===== config.mk =====
export PLATFORM = sky130hd
export DESIGN_NAME = calibrated_level_scaler_unit
export DESIGN_NICKNAME = d
export VERILOG_FILES = /design/src/rtl/cls_pkg.sv /design/src/rtl/cls_front.sv /design/src/rtl/cls_div_cell.sv /design/src/rtl/calibrated_level_scaler_unit.sv
export SDC_FILE = /design/constraint.sdc
export NUM_CORES = 2
export LEC_CHECK = 0
export BUFFER_PORTS_ARGS = -buffer_cell sky130_fd_sc_hd__buf_4
export CELL_PAD_IN_SITES_DETAIL_PLACEMENT = 2
export CELL_PAD_IN_SITES_GLOBAL_PLACEMENT = 2
export CORE_MARGIN = 2
export CORE_UTILIZATION = 39
export CTS_CLUSTER_SIZE = 30
export DETAILED_ROUTE_END_ITERATION = 6
export PLACE_DENSITY = 0.78
export SYNTH_ARGS = -nofsm -noshare
export SYNTH_HDL_FRONTEND = slang
export SYNTH_SLANG_ARGS = --single-unit

===== constraint.sdc =====
create_clock -name clk_i -period 18.3 [get_ports clk_i]
set_clock_uncertainty 0.05 [all_clocks]
set_input_delay 1.83 -clock clk_i [delete_from_list [all_inputs] [get_ports clk_i]]
set_output_delay 1.83 -clock clk_i [all_outputs]
set_load 0.02 [all_outputs]

===== src/rtl/cls_pkg.sv =====
// Types and constants shared by the calibrated level scaler modules.
package cls_pkg;

  localparam int unsigned CountW     = 32;
  localparam int unsigned LevelShift = 10;
  localparam int unsigned LevelW     = LevelShift + 1;
  localparam int unsigned NumCells   = LevelW;
  localparam int unsigned RemW       = CountW + 1;
  localparam int unsigned CfgIdxW    = 1;

  localparam logic [CountW-1:0] ErasedValue = {CountW{1'b1}};
  localparam logic [CountW-1:0] MinSpan     = CountW'(100);

  typedef enum logic [1:0] {
    STATUS_OK         = 2'd0,
    STATUS_CAL_ERR    = 2'd1,
    STATUS_SENSOR_ERR = 2'd2
  } status_e;

  typedef enum logic [CfgIdxW-1:0] {
    REG_DRY_COUNT = 1'b0,
    REG_WET_COUNT = 1'b1
  } reg_idx_e;

  typedef struct packed {
    logic              valid;
    status_e           status;
    logic [RemW-1:0]   rem;
    logic [CountW-1:0] span;
    logic [LevelW-1:0] quo;
  } stage_t;

endpackage


===== src/rtl/cls_front.sv =====
// Input stage: calibration check, count clamp and divider operand setup.
module cls_front (
  input  logic                      clk_i,
  input  logic                      rst_ni,
  input  logic                      en_i,
  input  logic                      valid_i,
  input  logic [cls_pkg::CountW-1:0] count_i,
  input  logic [cls_pkg::CountW-1:0] dry_i,
  input  logic [cls_pkg::CountW-1:0] wet_i,
  output cls_pkg::stage_t           out_o
);
  import cls_pkg::*;

  logic              valid_q;
  stage_t            pay_d, pay_q;
  logic              cal_ok;
  logic [CountW-1:0] span;
  logic [CountW-1:0] clamped;

  assign span   = dry_i - wet_i;
  assign cal_ok = (dry_i != ErasedValue) && (wet_i != ErasedValue) &&
                  (dry_i >= wet_i) && (span >= MinSpan);

  always_comb begin
    clamped = count_i;
    if (count_i < wet_i) begin
      clamped = wet_i;
    end
    if (count_i > dry_i) begin
      clamped = dry_i;
    end
  end

  always_comb begin
    pay_d.valid = valid_i;
    pay_d.rem   = {1'b0, clamped - wet_i};
    pay_d.span  = span;
    pay_d.quo   = '0;
    priority if (!cal_ok) begin
      pay_d.status = STATUS_CAL_ERR;
    end else if (count_i == '0) begin
      pay_d.status = STATUS_SENSOR_ERR;
    end else begin
      pay_d.status = STATUS_OK;
    end
  end

  always_ff @(posedge clk_i or negedge rst_ni) begin
    if (!rst_ni) begin
      valid_q <= 1'b0;
    end else if (en_i) begin
      valid_q <= valid_i;
    end
  end

  always_ff @(posedge clk_i) begin
    if (en_i) begin
      pay_q <= pay_d;
    end
  end

  always_comb begin
    out_o       = pay_q;
    out_o.valid = valid_q;
  end

endmodule


===== src/rtl/cls_div_cell.sv =====
// One restoring division cell: yields one quotient bit and the next partial remainder.
module cls_div_cell (
  input  logic            clk_i,
  input  logic            rst_ni,
  input  logic            en_i,
  input  cls_pkg::stage_t in_i,
  output cls_pkg::stage_t out_o
);
  import cls_pkg::*;

  logic            valid_q;
  stage_t          pay_d, pay_q;
  logic            ge;
  logic [RemW-1:0] diff;

  assign ge   = in_i.rem >= {1'b0, in_i.span};
  assign diff = ge ? (in_i.rem - {1'b0, in_i.span}) : in_i.rem;

  always_comb begin
    pay_d      = in_i;
    pay_d.rem  = {diff[RemW-2:0], 1'b0};
    pay_d.quo  = {in_i.quo[LevelW-2:0], ge};
  end

  always_ff @(posedge clk_i or negedge rst_ni) begin
    if (!rst_ni) begin
      valid_q <= 1'b0;
    end else if (en_i) begin
      valid_q <= in_i.valid;
    end
  end

  always_ff @(posedge clk_i) begin
    if (en_i) begin
      pay_q <= pay_d;
    end
  end

  always_comb begin
    out_o       = pay_q;
    out_o.valid = valid_q;
  end

endmodule


===== src/rtl/calibrated_level_scaler_unit.sv =====
// Top level of the calibrated level scaler: registers, front stage and divider cell row.
// The block maps each pulse count onto a level from 0 at the wet count to 1024 at the dry
// count and accepts one item per clock cycle. An item passes first through the front stage,
// which checks the calibration and clamps the count, then through each of the eleven
// division cells in turn, each of which produces one quotient bit.
// The whole row advances together, so while the output item is not taken the input side
// stalls as well. Calibration registers reset to all ones and must be written before use.
module calibrated_level_scaler_unit (
  input  logic                        clk_i,
  input  logic                        rst_ni,
  input  logic                        cfg_we_i,
  input  logic [cls_pkg::CfgIdxW-1:0] cfg_idx_i,
  input  logic [cls_pkg::CountW-1:0]  cfg_wdata_i,
  input  logic                        s_axis_tvalid_i,
  output logic                        s_axis_tready_o,
  input  logic [31:0]                 s_axis_tdata_i,   // [31:0] pulse_count
  output logic                        m_axis_tvalid_o,
  input  logic                        m_axis_tready_i,
  output logic [15:0]                 m_axis_tdata_o,   // [10:0] level, [15:11] zero
  output logic [1:0]                  m_axis_tuser_o    // [1:0] status
);
  import cls_pkg::*;

  logic [CountW-1:0] dry_q, wet_q;
  stage_t            stg [NumCells+1];
  logic              adv;

  always_ff @(posedge clk_i or negedge rst_ni) begin
    if (!rst_ni) begin
      dry_q <= ErasedValue;
      wet_q <= ErasedValue;
    end else if (cfg_we_i) begin
      unique case (reg_idx_e'(cfg_idx_i))
        REG_DRY_COUNT: dry_q <= cfg_wdata_i;
        REG_WET_COUNT: wet_q <= cfg_wdata_i;
        default: ;
      endcase
    end
  end

  assign adv             = !stg[NumCells].valid || m_axis_tready_i;
  assign s_axis_tready_o = adv;

  cls_front u_front (
    .clk_i   (clk_i),
    .rst_ni  (rst_ni),
    .en_i    (adv),
    .valid_i (s_axis_tvalid_i),
    .count_i (s_axis_tdata_i),
    .dry_i   (dry_q),
    .wet_i   (wet_q),
    .out_o   (stg[0])
  );

  for (genvar k = 0; k < NumCells; k++) begin : g_cell
    cls_div_cell u_cell (
      .clk_i  (clk_i),
      .rst_ni (rst_ni),
      .en_i   (adv),
      .in_i   (stg[k]),
      .out_o  (stg[k+1])
    );
  end

  assign m_axis_tvalid_o = stg[NumCells].valid;
  assign m_axis_tuser_o  = stg[NumCells].status;
  assign m_axis_tdata_o  = {(16 - LevelW)'(0),
                            (stg[NumCells].status == STATUS_OK) ? stg[NumCells].quo
                                                                : LevelW'(0)};

endmodule


After elaboration in Yosys (flattened, before gate mapping). Cells that the tools add are included.

Register bits after elaboration: 870. Input port bits: 70. Output and inout bits: 20. Word-level logic and storage cells: 121.

$add $sub $neg: 12. Magnitude comparators: 15. Equality and inequality tests: 2. Muxes and demuxes: 14. Bitwise operators: 1. Reduce and logical (&&, ||, !) cells: 9.

Operator list (count): 32-bit 2-to-1 mux (12); 32-bit subtractor (12); 33-bit by 32-bit >= comparator with 1-bit output (10); 32-bit >= comparator (2); 32-bit inequality test (second input constant) (2); 32-bit by 7-bit >= comparator with 1-bit output (second input constant) (1); 32-bit greater-than comparator (1); 32-bit zero test (1); 32-bit < comparator (1); 11-bit 2-to-1 mux (1); 2-bit AND reduction (2); 1-bit logical AND (3); 2-bit zero test (1); 2-bit 2-to-1 mux (1); 1-bit zero test (1); 1-bit logical OR (1); 1-bit inverter (1).

Logic depth before layout (Yosys ltp).
Depth in word-level cells: 4. Gate-level depth with buffers: 27. Depth with buffers taken out: 25.

By module. Synthesis repeated with hierarchy kept, for this count alone.

Cell total of the unflattened synthesis: 5843. Area, all modules: 61348.8 sq um.

By module, submodules not included: cls_div_cell at g_cell[0].u_cell ... (times used 10, cells an instance 427, area each 4576.9 sq um, sequential area each 2337.2 sq um); cls_front (times used 1, cells an instance 944, area each 8107.8 sq um, sequential area each 2006.9 sq um); cls_div_cell at g_cell[3].u_cell (times used 1, cells an instance 472, area each 4842.1 sq um, sequential area each 2337.2 sq um); calibrated_level_scaler_unit (times used 1, cells an instance 157, area each 2630.0 sq um, sequential area each 1681.6 sq um).

Least setup slack after synthesis. Ideal clock, no wire load.

Path kind: input port to output port. Start: in m_axis_tready_i. End: out s_axis_tready_o. Arrival time: 17.477 ns. Data required time: 16.420 ns. Path slack: -1.057 ns. Cell stages on the path: 3. Buffers on the path: 1. Cell sequence: nor2b_1 -> clkbuf_1 -> inv_1.

Longest elaborated chain between the ends: 1.

RTL lines: from (decl) (line calibrated_level_scaler_unit.sv:18) `input logic m_axis_tready_i,`; 1-bit logical OR (line calibrated_level_scaler_unit.sv:41) `assign adv = !stg[NumCells].valid || m_axis_tready_i;`; to (decl) (line calibrated_level_scaler_unit.sv:15) `output logic s_axis_tready_o,`.

Every way passes these cells.

==> flow_summary.json <==
{
  "async_reset_ff_frac": 0.0874,
  "clkTransAtPathRegs_ps": 60,
  "ios": 90,
  "yosys_warnings": 0,
  "die-height_um": 374,
  "grt.overflow.total": 0,
  "whs_path_depth": 0,
  "worst_r2r_path_depth": 23,
  "hold_viol_final": 0,
  "clock_latency_ps": 720,
  "cts_tree": "built",
  "endpoint_kind": "register",
  "cts_sinks": 870,
  "path_class": "input port to register",
  "fin_crit_sh": 0.415,
  "drv_slew": 0,
  "area_delta_synth_final_pct": 11.1,
  "slowest_delay_ps": 710,
  "crit_chain": "buf_4 -> ha_1 -> o21ai_0 -> a21oi_1 -> o31ai_1 -> a21oi_1 -> a211oi_1 -> o31a_1 -> o21a_2 -> buf_4 -> mux2i_1 -> a21oi_1 -> ha_1 -> nor2b_1 -> o31a_1 -> o31a_1 -> a221oi_1 -> nand4b_1 -> a41o_1 -> a211oi_1 -> o31ai_1 -> a21o_1 -> xor2_1",
  "cts_resized": 0,
  "die_w_um": 374,
  "fp-row-count": 135,
  "grt_max_degree": 173,
  "fp.coreArea_sq_um": 135000,
  "drt-pass1-iter-count": 5,
  "htreeDepth": 3,
  "synth.avg_cell_area_sq_um": 10.5,
  "grt_pass1_wl_mm": 246,
  "syn_inst": 5081,
  "fmax_mhz": 132,
  "vias_per_cell": 5.52,
  "worst_pin_slew_ps": 1120,
  "drt_iter0_markers": 1688,
  "reg2reg_from": "wet_q[1]",
  "hold_ws_ps": 366,
  "slew_headroom": 0.236,
  "dp_hpwl_mm": 122,
  "cp_slowest_cell": "a221oi_1",
  "drt_wl_total_mm": 156,
  "synth_edf_count": 794,
  "nFillCells": 14200,
  "drcViolationCount": 0,
  "hp-start": "g_cell[4].u_cell.out_o[77]",
  "crit_path_start_kind": "input port",
  "drive_above_1_share": 0.0884,
  "wl_per_cell_um": 22.1,
  "tns_ps": 0,
  "rsz0062_at_grt": "false",
  "synth_cell_types": 96,
  "grt.total_usage": 0.222,
  "cts_buffer_depth": 3,
  "post-cts-setup-buffers": 0,
  "synth_area_sq_um": 53300,
  "postLayoutCoreUtil": 0.437,
  "grt_pass1_vias": 44100,
  "max-cap-violations": 0,
  "arrival_ps": 8000,
  "worstPathRequired_ps": 18700,
  "r2r_slack_ps": 11210,
  "fin_nets": 5756,
  "start_util": 0.393,
  "synth-main-ff-cell": "edfxtp_1",
  "hold_path_end": "g_cell[5].u_cell.out_o[77]",
  "min_path_type": "register to register",
  "cts-hold-fix-buffers": 0,
  "setup_violations": 0,
  "yosysSeqAreaShare": 0.485,
  "stdcell_area_sq_um": 59200,
  "floorplan.die_area_sq_um": 140000,
  "antenna_left": 0,
  "status": "completed",
  "diodes": 0,
  "antenna_found_initial": 0,
  "r2r-end": "u_front.out_o[74]",
  "cts_buffers": 105,
  "vias": 39000,
  "ys_ff_latch": 870,
  "gp_congestion": 0.890,
  "final.min_clock_period_ps": 7600,
  "cts_root_buf": "clkbuf_16",
  "dpl_cell_area_sq_um": 55900,
  "io_buffers": 84,
  "crit_path_max_fanout": 34
}
==> cell usage after synthesis, types with 39 or more instances <==
master	instances	area, sq um
edfxtp_1	794	23800
inv_1	520	1950
ha_1	477	5970
nand2_1	448	1680
a21oi_1	417	2090
o21ai_0	363	1820
nor2_1	275	1030
a21o_1	190	1430
xnor2_1	160	1400
xor2_1	151	1320
mux2_2	96	1080
nand4_1	75	469
clkbuf_1	71	267
nand2b_1	68	425
nand3_1	66	330
nor3_1	65	325
dfstp_2	64	1680
and3_1	57	357
nor2b_1	55	344
o21a_1	50	375
o21bai_1	40	300
o31ai_1	40	300
o21ai_1	39	195
==> per-stage QoR <==
step,std cells,setup WS [ps]
after global placement,6871,9970
after floorplan,5085,3190
after global routing,7062,10390
after detailed placement,6871,9900
after CTS,7062,10670
final,7062,10700
==> placed cells by master (no fill, tap or decap), types with 57 or more instances in the layout <==
cell type and count:
o21ai_0 363, nand2b_1 68, nand4_1 75, xor2_1 151
dfstp_2 64, nor2_1 274, nor3_1 65, xnor2_1 160
mux2_2 96, clkbuf_16 107, a21oi_1 417, nand2_1 448
buf_4 115, ha_1 477, and3_1 57, edfxtp_1 794
inv_1 519, nand3_1 66, a21o_1 190
==> state kept, by name, summed over array words and instances, names as in the netlist <==
signal,count
wet_q,32
u_front.out_o,66
dry_q,32
u_front.valid_q,1
g_cell.u_cell.out_o,728
g_cell.u_cell.valid_q,11
==> critical path: cells and delay by family <==
family	cells	cell delay, ps
AO/OA/AOI/OAI	15	4260
XOR/XNOR	1	140
adder cells (fa/ha/maj)	2	570
buffers and inverters	2	610
multiplexers	1	180
AND/OR/NAND/NOR	2	400
==> worst max-delay path by stage <==
stage	from	end	slack [ps]	cells past startpoint
final	s_axis_tdata_i[1]	u_front.out_o[74]	10700	23
after global routing	s_axis_tdata_i[1]	u_front.out_o[74]	10390	23
after CTS	s_axis_tdata_i[1]	u_front.out_o[74]	10670	23
after detailed placement	s_axis_tdata_i[1]	u_front.out_o[74]	9900	23
after global placement	s_axis_tdata_i[1]	u_front.out_o[74]	9970	23
after floorplan	m_axis_tready_i	g_cell[0].u_cell.out_o[0]	3190	3
==> cell families (layout without fill, tap and decap cells) <==
family,count (synthesis),in the layout,share of synthesized area
fa+ha+maj,489,489,0.117
buf+inv,632,828,0.0463
xor+xnor,311,311,0.0511
simple gates,1246,1246,0.111
compound gates,1398,1398,0.163
flops,870,870,0.485
other cells,1,5,0.0000704
mux,134,134,0.0275
==> metal layers <==
layer  up-vias  GRT usage  wire length, um
met5         -          0                0
met4         0      0.106             8120
met3       331     0.0248             2980
met2       494      0.452            88400
met1     19400      0.218            56800
li1      18700          -                -
==> cell type report <==
type | instances | area [sq um] | area share
repair buffers | 116 | 883 | 0.0149
clock inverters | 57 | 424 | 0.00717
clock buffers | 134 | 2800 | 0.0473
flip-flops and latches | 870 | 25800 | 0.436
inverters | 521 | 1960 | 0.0331
multi-input cells | 3583 | 25100 | 0.423
well taps | 1781 | 2230 | 0.0377
Power is not shown: default switching activity piles up to over one toggle a cycle in this logic, so the estimate is an artifact.
